$ cat config.mk
export PLATFORM = sky130hd
export DESIGN_NAME = nmea_sentence_parser_core_flat
export DESIGN_NICKNAME = d
export VERILOG_FILES = /design/src/rtl/core/nsp_pkg.sv /design/src/rtl/core/nsp_stream_if.sv /design/src/rtl/core/nmea_sentence_parser_core.sv /design/src/flat_wrapper.sv
export SDC_FILE = /design/constraint.sdc
export NUM_CORES = 1
export LEC_CHECK = 0
export ABC_AREA = 1
export BUFFER_PORTS_ARGS = -buffer_cell sky130_fd_sc_hd__buf_4
export CORE_ASPECT_RATIO = 0.75
export CORE_MARGIN = 1
export CORE_UTILIZATION = 30
export CTS_CLUSTER_DIAMETER = 60
export DETAILED_ROUTE_END_ITERATION = 16
export SYNTH_ARGS = -nofsm -noshare
export SYNTH_HDL_FRONTEND = slang
export SYNTH_SLANG_ARGS = --single-unit
$ cat constraint.sdc
create_clock -name clk -period 3.3 [get_ports clk]
set_input_delay 0.165 -clock clk [delete_from_list [all_inputs] [get_ports clk]]
set_output_delay 0.165 -clock clk [all_outputs]
set_load 0.05 [all_outputs]
$ cat src/rtl/core/nsp_pkg.sv
package nsp_pkg;

	// One received byte of the sentence stream.
	typedef struct packed {
		logic [7:0] rx_byte;
	} rx_item_t;

	// One parser result.
	typedef struct packed {
		logic [1:0] kind;
		logic [7:0] data_byte;
		logic [2:0] sentence_type;
		logic [4:0] field_index;
		logic [1:0] status;
	} res_item_t;

	localparam logic [1:0] KIND_DATA = 2'd0;
	localparam logic [1:0] KIND_FEND = 2'd1;
	localparam logic [1:0] KIND_SEND = 2'd2;

	localparam logic [1:0] ST_OK        = 2'd0;
	localparam logic [1:0] ST_CK_BAD    = 2'd1;
	localparam logic [1:0] ST_UNSUPP    = 2'd2;
	localparam logic [1:0] ST_MALFORMED = 2'd3;

	localparam logic [2:0] TYPE_UNKNOWN = 3'd0;

	localparam logic [7:0] CH_DOLLAR = 8'h24;
	localparam logic [7:0] CH_STAR   = 8'h2A;
	localparam logic [7:0] CH_COMMA  = 8'h2C;

	localparam int NUM_TYPES = 7;

	// Sentence type codes in priority order: GGA, GLL, GSA, GSV, RMC, VTG, ZDA.
	localparam logic [23:0] TYPE_CODES [NUM_TYPES] = '{
		24'h474741, 24'h474C4C, 24'h475341, 24'h475356,
		24'h524D43, 24'h565447, 24'h5A4441
	};

	// Uppercase hex digit decode: bit 4 flags a valid digit, bits 3:0 hold its value.
	function automatic logic [4:0] hex_decode(input logic [7:0] b);
		logic [4:0] r;
		r = 5'd0;
		if (b >= 8'h30 && b <= 8'h39) begin
			r = {1'b1, 4'(b - 8'h30)};
		end else if (b >= 8'h41 && b <= 8'h46) begin
			r = {1'b1, 4'(b - 8'h41 + 8'd10)};
		end
		return r;
	endfunction

endpackage

$ cat src/rtl/core/nsp_stream_if.sv
interface nsp_stream_if #(
	parameter type payload_t = logic [7:0]
);
	logic     valid;
	logic     ready;
	payload_t data;

	modport source (output valid, output data, input ready);
	modport sink   (input valid, input data, output ready);
endinterface

$ cat src/rtl/core/nmea_sentence_parser_core.sv
// NMEA 0183 sentence parser core.
// The rx channel takes one ASCII byte per item (payload nsp_pkg::rx_item_t). A '$' opens
// a sentence; the address token is scanned for GGA, GLL, GSA, GSV, RMC, VTG and ZDA.
// The res channel carries at most one item per accepted byte (nsp_pkg::res_item_t):
// a field data byte, a field end on each ',' or '*', or a sentence end with status
// after the two checksum digits or a non-hex first one. Bytes outside a sentence
// give no item. A result is presented in the cycle after its byte is accepted,
// straight out of the result register. The core takes one byte per cycle while
// the result register can drain; a single parser state update sits before it.
// Stalls: rx.ready stays high while the result register is empty or is being
// drained in the same cycle; when the receiver holds res.ready low with a result
// pending, rx.ready drops until that result is taken. Bytes that produce no result
// are still gated this way, so ordering is kept trivially.
// Reset (arst_n low, asynchronous) returns the parser to idle, clears the checksum,
// type window, type, field count and error flag, and empties the result register.
// MAX_FIELDS sets where the field counter saturates (capped at 31); a ',' at the
// limit marks the sentence malformed.
module nmea_sentence_parser_core #(
	parameter int MAX_FIELDS = 31
) (
	input  logic                clk,
	input  logic                arst_n,
	nsp_stream_if.sink          rx,
	nsp_stream_if.source        res
);
	import nsp_pkg::*;

	localparam int         CAP_INT   = (MAX_FIELDS < 31) ? MAX_FIELDS : 31;
	localparam logic [4:0] FIELD_CAP = 5'(CAP_INT);

	typedef enum logic [2:0] {
		PH_IDLE, PH_TYPE, PH_FIELDS, PH_CK_HI, PH_CK_LO
	} phase_t;

	phase_t      phase_q, phase_d;
	logic [7:0]  xor_q, xor_d;
	logic [23:0] window_q, window_d;
	logic [2:0]  found_q, found_d;
	logic [4:0]  fcount_q, fcount_d;
	logic [3:0]  hi_nib_q, hi_nib_d;
	logic        malformed_q, malformed_d;

	logic        out_valid_q;
	res_item_t   res_q;

	logic        accept;
	logic        emit;
	res_item_t   r;
	logic [7:0]  b;
	logic [4:0]  hex;
	logic        hit;
	logic [2:0]  hit_idx;

	// The result register is free when empty or when its item leaves this cycle.
	assign rx.ready  = !out_valid_q || res.ready;
	assign accept    = rx.valid && rx.ready;
	assign res.valid = out_valid_q;
	assign res.data  = res_q;

	always_comb begin
		b           = rx.data.rx_byte;
		hex         = hex_decode(b);
		phase_d     = phase_q;
		xor_d       = xor_q;
		window_d    = window_q;
		found_d     = found_q;
		fcount_d    = fcount_q;
		hi_nib_d    = hi_nib_q;
		malformed_d = malformed_q;
		emit        = 1'b0;
		r           = '0;
		hit         = 1'b0;
		hit_idx     = TYPE_UNKNOWN;

		if (b == CH_DOLLAR) begin
			// A start byte always opens a fresh sentence, dropping any open one.
			phase_d     = PH_TYPE;
			xor_d       = 8'd0;
			window_d    = 24'd0;
			found_d     = TYPE_UNKNOWN;
			fcount_d    = 5'd0;
			hi_nib_d    = 4'd0;
			malformed_d = 1'b0;
		end else begin
			unique case (phase_q)
				PH_TYPE: begin
					if (b == CH_STAR) begin
						phase_d = PH_CK_HI;
						emit    = 1'b1;
						r.kind  = KIND_FEND;
					end else if (b == CH_COMMA) begin
						xor_d    = xor_q ^ b;
						phase_d  = PH_FIELDS;
						fcount_d = 5'd1;
						emit     = 1'b1;
						r.kind   = KIND_FEND;
					end else begin
						xor_d    = xor_q ^ b;
						window_d = {window_q[15:0], b};
						for (int i = 0; i < NUM_TYPES; i++) begin
							if (!hit && window_d == TYPE_CODES[i]) begin
								hit     = 1'b1;
								hit_idx = 3'(i + 1);
							end
						end
						// Keep the highest-priority code seen anywhere in the token.
						if (hit && (found_q == TYPE_UNKNOWN || hit_idx < found_q)) begin
							found_d = hit_idx;
						end
					end
				end
				PH_FIELDS: begin
					emit          = 1'b1;
					r.field_index = fcount_q;
					if (b == CH_STAR) begin
						phase_d = PH_CK_HI;
						r.kind  = KIND_FEND;
					end else if (b == CH_COMMA) begin
						xor_d  = xor_q ^ b;
						r.kind = KIND_FEND;
						if (fcount_q < FIELD_CAP) begin
							fcount_d = fcount_q + 5'd1;
						end else begin
							malformed_d = 1'b1;
						end
					end else begin
						xor_d       = xor_q ^ b;
						r.kind      = KIND_DATA;
						r.data_byte = b;
					end
				end
				PH_CK_HI: begin
					if (!hex[4]) begin
						phase_d       = PH_IDLE;
						emit          = 1'b1;
						r.kind        = KIND_SEND;
						r.field_index = fcount_q;
						r.status      = ST_MALFORMED;
					end else begin
						hi_nib_d = hex[3:0];
						phase_d  = PH_CK_LO;
					end
				end
				PH_CK_LO: begin
					phase_d       = PH_IDLE;
					emit          = 1'b1;
					r.kind        = KIND_SEND;
					r.field_index = fcount_q;
					if (!hex[4] || malformed_q) begin
						r.status = ST_MALFORMED;
					end else if ({hi_nib_q, hex[3:0]} != xor_q) begin
						r.status = ST_CK_BAD;
					end else if (found_q == TYPE_UNKNOWN) begin
						r.status = ST_UNSUPP;
					end else begin
						r.status = ST_OK;
					end
				end
				default: begin
					// Idle: bytes outside a sentence are dropped.
				end
			endcase
		end
		r.sentence_type = found_d;
	end

	always_ff @(posedge clk or negedge arst_n) begin
		if (!arst_n) begin
			phase_q     <= PH_IDLE;
			xor_q       <= 8'd0;
			window_q    <= 24'd0;
			found_q     <= TYPE_UNKNOWN;
			fcount_q    <= 5'd0;
			hi_nib_q    <= 4'd0;
			malformed_q <= 1'b0;
			out_valid_q <= 1'b0;
			res_q       <= '0;
		end else if (accept) begin
			phase_q     <= phase_d;
			xor_q       <= xor_d;
			window_q    <= window_d;
			found_q     <= found_d;
			fcount_q    <= fcount_d;
			hi_nib_q    <= hi_nib_d;
			malformed_q <= malformed_d;
			out_valid_q <= emit;
			if (emit) begin
				res_q <= r;
			end
		end else if (res.ready) begin
			out_valid_q <= 1'b0;
		end
	end

	// The field counter never passes its saturation limit.
	a_fcount_cap: assert property (@(posedge clk) disable iff (!arst_n)
		fcount_q <= FIELD_CAP)
		else $error("field counter above its limit");

	// A comma that ends the address token moves to the fields with index one.
	a_token_comma: assert property (@(posedge clk) disable iff (!arst_n)
		accept && phase_q == PH_TYPE && rx.data.rx_byte == CH_COMMA
		|=> phase_q == PH_FIELDS && fcount_q == 5'd1 && out_valid_q)
		else $error("address token comma handled wrongly");

	// The second checksum digit always closes the sentence with a result.
	a_ck_close: assert property (@(posedge clk) disable iff (!arst_n)
		accept && phase_q == PH_CK_LO && rx.data.rx_byte != CH_DOLLAR
		|=> phase_q == PH_IDLE && out_valid_q && res_q.kind == KIND_SEND)
		else $error("sentence not closed after checksum");

	// Only data items carry a byte, and only sentence ends carry a status.
	a_payload_zero: assert property (@(posedge clk) disable iff (!arst_n)
		out_valid_q |-> (res_q.kind == KIND_DATA || res_q.data_byte == 8'd0)
			&& (res_q.kind == KIND_SEND || res_q.status == ST_OK))
		else $error("result payload fields not zero");

endmodule

$ cat src/flat_wrapper.sv
// flat-port wrapper written by rule: the top's interface ports become plain ports
module nmea_sentence_parser_core_flat import nsp_pkg::*;
#(
	parameter int MAX_FIELDS = 31
)
  (clk, arst_n, rx_valid, rx_data, rx_ready, res_valid, res_data, res_ready);
  nsp_stream_if #(.payload_t(rx_item_t)) rx_i ();
  nsp_stream_if #(.payload_t(res_item_t)) res_i ();
  input  logic clk;
  input  logic arst_n;
  input wire logic [$bits(rx_i.valid)-1:0] rx_valid;
  input wire logic [$bits(rx_i.data)-1:0] rx_data;
  output wire logic [$bits(rx_i.ready)-1:0] rx_ready;
  output wire logic [$bits(res_i.valid)-1:0] res_valid;
  output wire logic [$bits(res_i.data)-1:0] res_data;
  input wire logic [$bits(res_i.ready)-1:0] res_ready;
  assign rx_i.valid = rx_valid;
  assign rx_i.data = rx_data;
  assign rx_ready = rx_i.ready;
  assign res_valid = res_i.valid;
  assign res_data = res_i.data;
  assign res_i.ready = res_ready;
  nmea_sentence_parser_core #(.MAX_FIELDS(MAX_FIELDS)) u_core (.clk(clk), .arst_n(arst_n), .rx(rx_i), .res(res_i));
endmodule
==> impl_metrics.toml, run 1 <==
[run_status]
run_status = "complete, no violations"

[routing]
vias = 3405
detail_route.wl_per_cell_um = 13.98
drtIter0Drc = 272
drt-total-wl_um = 9884
viasPerCell = 4.816
wl_met3_um = 673
top_layer_used = "met4"
dr.pass1.iters = 5
drc = 0
dr_wl_met2_um = 4138
met1_length_um = 4959
antenna_left = 0

[placed_design]
gp_congestion = 0.9595
dp_cells = 691
dp_hpwl_um = 7658
place_area_mm2 = 0.004055
numPortBuffers = 33

[timing]
rsz0062_at_grt = "no"
final.setup.tns_ns = 0
setup_viol = 0
finalCritPeriodShare = 0.7244
tightest_slew_ns = 0.7860
final-hold-violation-count = 0
max_clock_freq_mhz = 418.3
drv_slew = 0
maxSlewHeadroom = 0.4760
min_period_ns = 2.390
clock_skew_ns = 0.007152
hold-worst-slack_ns = 0.1257

[synthesis]
ys_types = 39
synth_top_cell_area_share = 0.4175
ys_ff_latch = 61
synth-warning-count = 0
synth.net_count = 523
ys_seq_area_frac = 0.4175
syn_area_mm2 = 0.003656
synthTopCellsByArea = "dfrtp_1 (42%), nand2_1 (14%), nor2_1 (6.1%), inv_1 (5.9%), o21ai_0 (5.3%)"
yosysTopAreaCell = "dfrtp_1"
synth.avg_cell_area_um2 = 7.254
syn_inst = 504

[clock_tree]
cts.sinks = 61
cts_tree = "built"
cts.clk_slew.worst_paths_ns = 0.05
htreeDepth = 3
clk_latency_ns = 0.33
root_buffer = "clkbuf_16"
numCtsBuffers = 9
clock_path_buffers = 2

[global_route]
grt_pass1_wl_um = 16630
grt_pass1_vias = 3271
grt.overflow.total = 0
grt_max_degree = 62
track_usage = 0.1725
grt_antenna_before_repair = 0

[finish]
fin_cells = 707
diodes = 0
layout-drive-gt1-share = 0.1413
utilization = 0.3718
final_area_mm2 = 0.004365
fin_nets = 560
area_growth_pct = 19.40

[worst_setup_path]
reg2regPathDepth = 16
required_ns = 3.57
rrSetupSlack_ns = 0.91
rr_endpoint = "u_core.res.data[9]"
end_kind = "register"
critical_path.max_fanout = 4
r2r-start = "u_core.window_q[6]"
cp-start-kind = "register"
crit_type = "register to register"
cpPeakStageDelay_ns = 0.41
cp_cell_sequence = "inv_1 -> nor2_1 -> nand2_1 -> nor2_1 -> nand4_1 -> nand2_1 -> inv_1 -> nand2_1 -> ha_1 -> a21oi_1 -> nand2_1 -> nand2_1 -> nand2_1 -> nand2_1 -> nand4_1 -> nand2_1"
cp.arrival_ns = 2.66
cpMostUsedCell = "nand2_1"
critPathSlowestCell = "dfrtp_1"

[power]
ir_drop_v = 0.0003517
p_leak_nw = 2.139
powerDensity_mw_per_mm2 = 895.7

[floorplan]
initial_core_util = 0.3114
die_area_mm2 = 0.01264
coreArea_mm2 = 0.01174
ios = 34
rows = 34
die_y_um = 97.61
die_w_um = 129.5

[hold_path]
hold_start = "res_ready"
hold_class = "input pin to register"
hold_path_depth = 4
min_to = "u_core.res.valid"

[run]
drv_cap = 0
cells in the final DEF (no fill, tap or decap), drive strengths merged, types with 3 or more instances in the layout:
cell    instances
a21oi          12
buf            34
clkbuf         11
clkinv          3
dfrtp          61
ha              7
inv            65
nand2         143
nand3          37
nand4          17
nor2           62
nor3           17
nor3b           6
o21a            3
o21ai          49
xor2            6
layer usage:
metal | GRT usage | vias up
met5 | 0 | -
met4 | 0.05098 | 0
met3 | 0.04901 | 9
met2 | 0.2527 | 109
met1 | 0.2438 | 1581
li1 | - | 1706
power by group:
part | switching [mW] | internal (mW) | leakage, nW | total, mW
clock | 0.340 | 0.618 | 0.147 | 0.958
sequential | 0.266 | 1.06 | 0.783 | 1.32
combinational | 1.12 | 0.504 | 1.21 | 1.63
cells by family after synthesis:
| logic type | share of synthesized area |
|---|---|
| flops | 0.4175 |
| xor+xnor | 0.01437 |
| buf+inv | 0.08453 |
| fa+ha+maj | 0.02396 |
| compound gates | 0.1095 |
| simple gates | 0.3439 |
| mux | 0.006160 |
cell type report:
cell class | count | area (um2)
clock buffers | 11 | 252.7
clock inverters | 4 | 47.55
fillers | 1255 | 7376
inverters | 66 | 250.2
multi-input cells | 368 | 1821
flip-flops and latches | 61 | 1526
well taps | 162 | 202.7
repair buffers | 35 | 265.3
critical path, delay by kind of cell, from the launching register on:
family / cells / cell delay, ns
fa+ha+maj: 1 / 0.24
flops: 1 / 0.41
simple gates: 12 / 1.41
buf+inv: 2 / 0.10
compound gates: 1 / 0.16
synth_stat cells, drive strengths merged:
cell type,count
clkinv,1
o21a,3
nor3,17
a21o,1
nor3b,6
nor2,62
o21ai,49
a21oi,12
inv,65
xor2,6
buf,6
ha,7
a2bb2oi,1
nand2,143
o31ai,2
clkbuf,3
nor4,1
nand3,37
mux2,2
dfrtp,61
nand4,17
a31oi,1
o211ai,1
per-stage QoR:
| step | setup slack (ns) | power [mW] |
|---|---|---|
| floorplan | 1.100 | 2.486 |
| global placement | 0.6193 | 2.922 |
| detailed placement | 0.6377 | 2.959 |
| CTS | 0.9476 | 3.936 |
| global route | 0.6020 | 4.196 |
| finish | 0.9096 | 3.910 |
flip-flops by register name, indices dropped and copies added, names as in the netlist:
| register | count |
|---|---|
| u_core.res.data | 20 |
| u_core.window_q | 16 |
| u_core.xor_q | 8 |
| u_core.fcount_q | 5 |
| u_core.hi_nib_q | 4 |
| u_core.found_q | 3 |
| u_core.phase_q | 3 |
| u_core.malformed_q | 1 |
| u_core.res.valid | 1 |
worst max path at each step:
stage          cells after the start                 from                   to
3_3_place_gp                      16           rx_data[1]   u_core.res.data[8]
4_1_cts                           20  u_core.window_q[10]   u_core.res.data[9]
3_5_place_dp                      16           rx_data[1]  u_core.res.data[17]
2_1_floorplan                      7     u_core.res.valid   u_core.fcount_q[4]
5_1_grt                           16   u_core.window_q[6]   u_core.res.data[9]
6_report                          16   u_core.window_q[6]   u_core.res.data[9]
timing repair:
item,in CTS,in global routing
buffers inserted,0,0
hold buffers,1,0
resized for setup,0,0
hold endpoints to repair,61,0
(Power assumes the default switching activity.)
==> run 2, diff against run 1 <==
--- a/config.mk
+++ b/config.mk
@@ -5,7 +5,7 @@
 export SDC_FILE = /design/constraint.sdc
 export NUM_CORES = 1
 export LEC_CHECK = 0
-export ABC_AREA = 1
+export ABC_AREA = 0
 export BUFFER_PORTS_ARGS = -buffer_cell sky130_fd_sc_hd__buf_4
 export CORE_ASPECT_RATIO = 0.75
 export CORE_MARGIN = 1
==> constraint.sdc (replaced) <==
create_clock -name clk -period 1.97 [get_ports clk]
set_input_delay 0.0985 -clock clk [delete_from_list [all_inputs] [get_ports clk]]
set_output_delay 0.0985 -clock clk [all_outputs]
set_load 0.05 [all_outputs]
==> impl_metrics.toml, run 2 <==
[run_status]
run_status = "complete, but fails checks"
violations = "setup timing"

[routing]
antenna_left = 0
drt-total-wl_um = 11240
drc = 0
viasPerCell = 5.175
dr.pass1.iters = 5
vias = 3690
drtIter0Drc = 242
detail_route.wl_per_cell_um = 15.76

[clock_tree]
cts.clk_slew.worst_paths_ns = 0.05
htreeDepth = 3
clock_path_buffers = 2
clk_latency_ns = 0.33
cts_tree = "built"
root_buffer = "clkbuf_16"
cts.sinks = 61
numCtsBuffers = 9

[synthesis]
synthTopCellsByArea = "dfrtp_1 (41%), nand2_1 (8.1%), o21ai_0 (3.2%), nor2_1 (2.4%), a22o_1 (2.3%)"
synth.avg_cell_area_um2 = 8.979
yosysTopAreaCell = "dfrtp_1"
async_reset_ff_frac = 1.000
yosys.area_share.adder = 0.02328
synth_xor_area_frac = 0.03259
synth.net_count = 438
yosys.area_share.simple = 0.3203
synth_top_family_by_area = "simple AND/OR/NAND/NOR gates"
synth_common_cells = "nand2_1 (81), dfrtp_1 (61), nor2_1 (24), o21ai_0 (24), nand3_1 (17)"
syn_area_mm2 = 0.003762
ys_types = 73
synth_edf_count = 0
synth_compound_area_frac = 0.1643
yosysMostFrequentCell = "nand2_1"
synth_top_cell_area_share = 0.4057
synthMuxAreaShare = 0.01663
ys_seq_area_frac = 0.4057
ys.flop_type = "dfrtp_1"
synth-warning-count = 0
syn_inst = 419
ys_ff_latch = 61

[finish]
fin_nets = 562
final_cell_mix = "buf_4 (132), nand2_1 (81), dfrtp_1 (60), nor2_1 (23), o21ai_0 (22)"
layout-drive-gt1-share = 0.3547
area_growth_pct = 42.97
layout_commonest_cell = "buf_4"
largest_reg_flops = 20
diodes = 0
fin_cells = 713

[worst_setup_path]
end_kind = "register"
crit_type = "register to register"
required_ns = 2.17
critical_path.max_fanout = 4
cp.arrival_ns = 2.65
cp-start-kind = "register"

[placed_design]
gp_congestion = 0.9263
numPortBuffers = 33
dp_cells = 691
dp_hpwl_um = 8547
pre_cts_ws_ns = -0.4640

[floorplan]
ios = 34
coreArea_mm2 = 0.01226
initial_core_util = 0.3068
die_y_um = 98.99
die_w_um = 131.3
die_area_mm2 = 0.01300
rows = 35

[timing]
final-hold-violation-count = 0
rsz0062_at_grt = "yes"
setup_viol = 3
finalCritPeriodShare = 1.244
min_period_ns = 2.451
max_clock_freq_mhz = 407.9
tightest_slew_ns = 0.7727
setup_slack_ns = -0.4814
drv_slew = 0
maxSlewHeadroom = 0.4849
clock_skew_ns = 0.003854

[global_route]
grt_max_degree = 62
grt_antenna_before_repair = 0
grt_pass1_vias = 3536
grt.overflow.total = 0
track_usage = 0.1773
grt_pass1_wl_um = 18130

[hold_path]
hold_class = "input pin to register"

[power]
p_leak_nw = 2.463
finalPower_mw = 4.042
powerDensity_mw_per_mm2 = 751.5
ir_drop_v = 0.0005852

[run]
drv_cap = 0
## run 2: cell count changes after synthesis, moves of 15 or more
cell / change
inv_1: -49
o21ai_0: -15
nor2_1: -35
nand2_1: -58
nand3_1: -18
## run 2: final cells by class
class / instances / area, um2
multi-input combinational: 327 / 2276
clock inverter: 5 / 52.55
sequential: 61 / 1528
tap: 166 / 207.7
clock buffer: 10 / 229.0
timing repair buffer: 136 / 1052
inverter: 8 / 33.78
fill: 1206 / 6883
## run 2: path summary, 6_finish.rpt
kind	start	endpoint	slack [ns]	cells past startpoint
max in group asynchronous	arst_n	u_core.phase_q[0]	1.03	2
worst min-delay path	res_ready	u_core.res.valid	0.05	3
min in group asynchronous	arst_n	u_core.res.data[4]	0.40	2
worst max-delay path	u_core.window_q[5]	u_core.found_q[1]	-0.48	9
worst max register to register	u_core.window_q[5]	u_core.found_q[1]	-0.48	9
worst min register to register	u_core.window_q[14]	u_core.window_q[14]	0.46	2
## run 2: kinds of logic (layout without fill, tap and decap cells)
family                   Yosys count  count (layout)
flip-flops                        61              61
buffers and inverters             31             159
adder cells (fa/ha/maj)            7               7
AND/OR/NAND/NOR                  217             217
XOR/XNOR                          14              14
multiplexers                       6               6
AO/OA/AOI/OAI                     83              83
## run 2: layer usage
metal,vias up,share of wire,GRT usage
li1,1786,-,-
met3,8,0.064,0.04270
met1,1794,0.50,0.2592
met5,-,0,0
met2,102,0.43,0.2590
met4,0,0.0077,0.04741
## run 2: metrics by stage
step                        util  hold slack (ns)  instance area [um2]  setup TNS, ns
after floorplan                -          -0.1971                 3786        -0.8703
after global placement    0.3978           0.2137                 4877         -6.669
after detailed placement  0.3978           0.2332                 4877         -8.315
after CTS                 0.4261          0.04248                 5225         -1.276
after global routing      0.4387          0.06950                 5379         -1.684
final                     0.4387          0.04934                 5379         -1.424
## run 2: worst max-delay path, stage by stage, from the launching register on
cell and delay [ns]:
dfrtp_1 0.45, or4bb_4 0.59, nor3_2 0.16, a31oi_2 0.13, o211ai_1 0.12, ha_1 0.27, o21a_1 0.18, o21ai_2 0.16
o211ai_4 0.11, mux2i_1 0.15
## run 2: what timing repair did
item	in CTS	in global routing
hold buffers	1	0
pin swaps	10	10
endpoints found under the hold margin	61	0
resized for setup	8	22
endpoints found under the setup margin	7	22
buffers inserted	2	4
## run 2: power by group
part / internal [mW] / total (mW) / switching (mW) / leakage [nW]
Sequential: 1.39 / 1.55 / 0.156 / 0.818
Combinational: 0.454 / 0.996 / 0.541 / 1.51
Clock: 0.963 / 1.50 / 0.536 / 0.138
Total: 2.81 / 4.04 / 1.23 / 2.46
==> run 3, diff against run 2 <==
--- a/config.mk
+++ b/config.mk
@@ -12,6 +12,7 @@
 export CORE_UTILIZATION = 30
 export CTS_CLUSTER_DIAMETER = 60
 export DETAILED_ROUTE_END_ITERATION = 16
+export SETUP_SLACK_MARGIN = 0.05
 export SYNTH_ARGS = -nofsm -noshare
 export SYNTH_HDL_FRONTEND = slang
 export SYNTH_SLANG_ARGS = --single-unit
==> impl_metrics.toml, run 3 (synthesized netlist as in run 2, its figures left out) <==
[routing]
viasPerCell = 5.112
drtIter0Drc = 232
drc = 0
vias = 3696
detail_route.wl_per_cell_um = 15.80
drt-total-wl_um = 11420
antenna_left = 0
dr.pass1.iters = 5

[timing]
finalCritPeriodShare = 1.217
clock_skew_ns = 0.005455
maxSlewHeadroom = 0.4908
setup_slack_ns = -0.4277
setup_viol = 3
hold-worst-slack_ns = 0.03646
final-hold-violation-count = 0
min_period_ns = 2.398
tightest_slew_ns = 0.7639
drv_slew = 0
rsz0062_at_grt = "yes"
max_clock_freq_mhz = 417.1

[placed_design]
place_area_mm2 = 0.004891
numPortBuffers = 33
pre_cts_ws_ns = -0.4179
gp_congestion = 0.8900
dp_hpwl_um = 8598

[finish]
final_cell_mix = "buf_4 (145), nand2_1 (81), dfrtp_1 (57), nor2_1 (23), o21ai_0 (22)"
final_area_mm2 = 0.005385
layout-drive-gt1-share = 0.3680
fin_nets = 572
area_growth_pct = 43.13
diodes = 0
layout_commonest_cell = "buf_4"
largest_reg_flops = 20

[global_route]
grt_pass1_vias = 3555
grt.overflow.total = 0
track_usage = 0.1836
grt_antenna_before_repair = 0
grt_max_degree = 62
grt_pass1_wl_um = 18660

[clock_tree]
numCtsBuffers = 9
root_buffer = "clkbuf_16"
clk_latency_ns = 0.33
cts.clk_slew.worst_paths_ns = 0.05
cts.sinks = 61
htreeDepth = 3
clock_path_buffers = 2
cts_tree = "built"

[worst_setup_path]
required_ns = 2.18
end_kind = "register"
critical_path.max_fanout = 3
crit_type = "register to register"
cp.arrival_ns = 2.60
cp-start-kind = "register"

[power]
powerDensity_mw_per_mm2 = 752.0
swShare = 0.3021
pwr-share-seq = 0.378
ir_drop_v = 0.0005197
power.share.clock = 0.371
p_leak_nw = 2.486
p_int_mw = 2.826
comb_power_share = 0.251
power_switching_mw = 1.223

[floorplan]
die_y_um = 98.99
die_w_um = 131.3
ios = 34
initial_core_util = 0.3068
die_area_mm2 = 0.01300
rows = 35
coreArea_mm2 = 0.01226

[run]
drv_cap = 0

[run_status]
run_status = "complete, but fails checks"
violations = "setup timing"

[hold_path]
hold_class = "input pin to register"
==> run 3: cell count changes in the layout (fill, tap and decap cells not counted), moves of 3 or more <==
cell,change
buf_4,+13
clkbuf_8,+4
dfrtp_1,-3
dfrtp_2,+3
nor4bb_1,+3
==> run 3: worst paths after layout <==
kind | depth (start not counted) | slack, ns | endpoint | start
max in group asynchronous | 2 | 1.03 | u_core.window_q[3] | arst_n
worst min register to register | 2 | 0.46 | u_core.window_q[9] | u_core.window_q[9]
worst max register to register | 9 | -0.43 | u_core.found_q[2] | u_core.window_q[5]
min in group asynchronous | 2 | 0.39 | u_core.res.data[4] | arst_n
worst min-delay path | 3 | 0.04 | u_core.res.valid | res_ready
worst max-delay path | 9 | -0.43 | u_core.found_q[2] | u_core.window_q[5]
==> run 3: critical path, cell delays in order, from the launching register on <==
cell,delay (ns)
dfrtp_1,0.40
or4bb_4,0.57
nor3_2,0.21
a31oi_2,0.12
o211ai_1,0.12
ha_1,0.26
o21a_1,0.18
o21ai_2,0.16
o211ai_4,0.12
mux2i_1,0.15
==> run 3: cell type report <==
cell class | count | area (um2)
clock buffers | 14 | 284.0
clock inverters | 1 | 5.005
fillers | 1176 | 6877
inverters | 8 | 30.03
multi-input cells | 327 | 2228
flip-flops and latches | 61 | 1531
well taps | 166 | 207.7
repair buffers | 146 | 1099
==> run 3: metrics by stage <==
step	setup TNS (ns)	utilization	instances	power (mW)
floorplan	-0.8703	-	419	2.042
global placement	-5.479	0.3989	696	2.438
detailed placement	-7.015	0.3989	696	2.459
CTS	-1.183	0.4293	718	4.028
global route	-1.660	0.4392	723	4.237
finish	-1.267	0.4392	723	4.050
==> run 3: timing repair <==
| item | 4_1_cts | 5_1_grt |
|---|---|---|
| pin swaps | 6 | 7 |
| hold buffers | 1 | 0 |
| setup buffers | 6 | 5 |
| hold endpoints to repair | 61 | 0 |
| resized for setup | 6 | 22 |
| cloned | 0 | 0 |
| setup endpoints to repair | 12 | 26 |
==> run 3: routing by layer <==
| metal | routed length [um] | up-vias | track usage | share of wire |
|---|---|---|---|---|
| li1 | - | 1803 | - | - |
| met1 | 5606 | 1770 | 0.2603 | 0.49 |
| met5 | 0 | - | 0 | 0 |
| met2 | 4918 | 108 | 0.2725 | 0.43 |
| met4 | 146 | 0 | 0.05814 | 0.013 |
| met3 | 751 | 15 | 0.04681 | 0.066 |
==> run 3: power by group through the flow <==
stage	clock [mW]	combinational, mW	sequential [mW]
CTS	1.55	0.955	1.52
global placement	0	0.900	1.54
floorplan	0	0.384	1.66
global route	1.60	1.09	1.55
finish	1.50	1.02	1.53
detailed placement	0	0.912	1.55
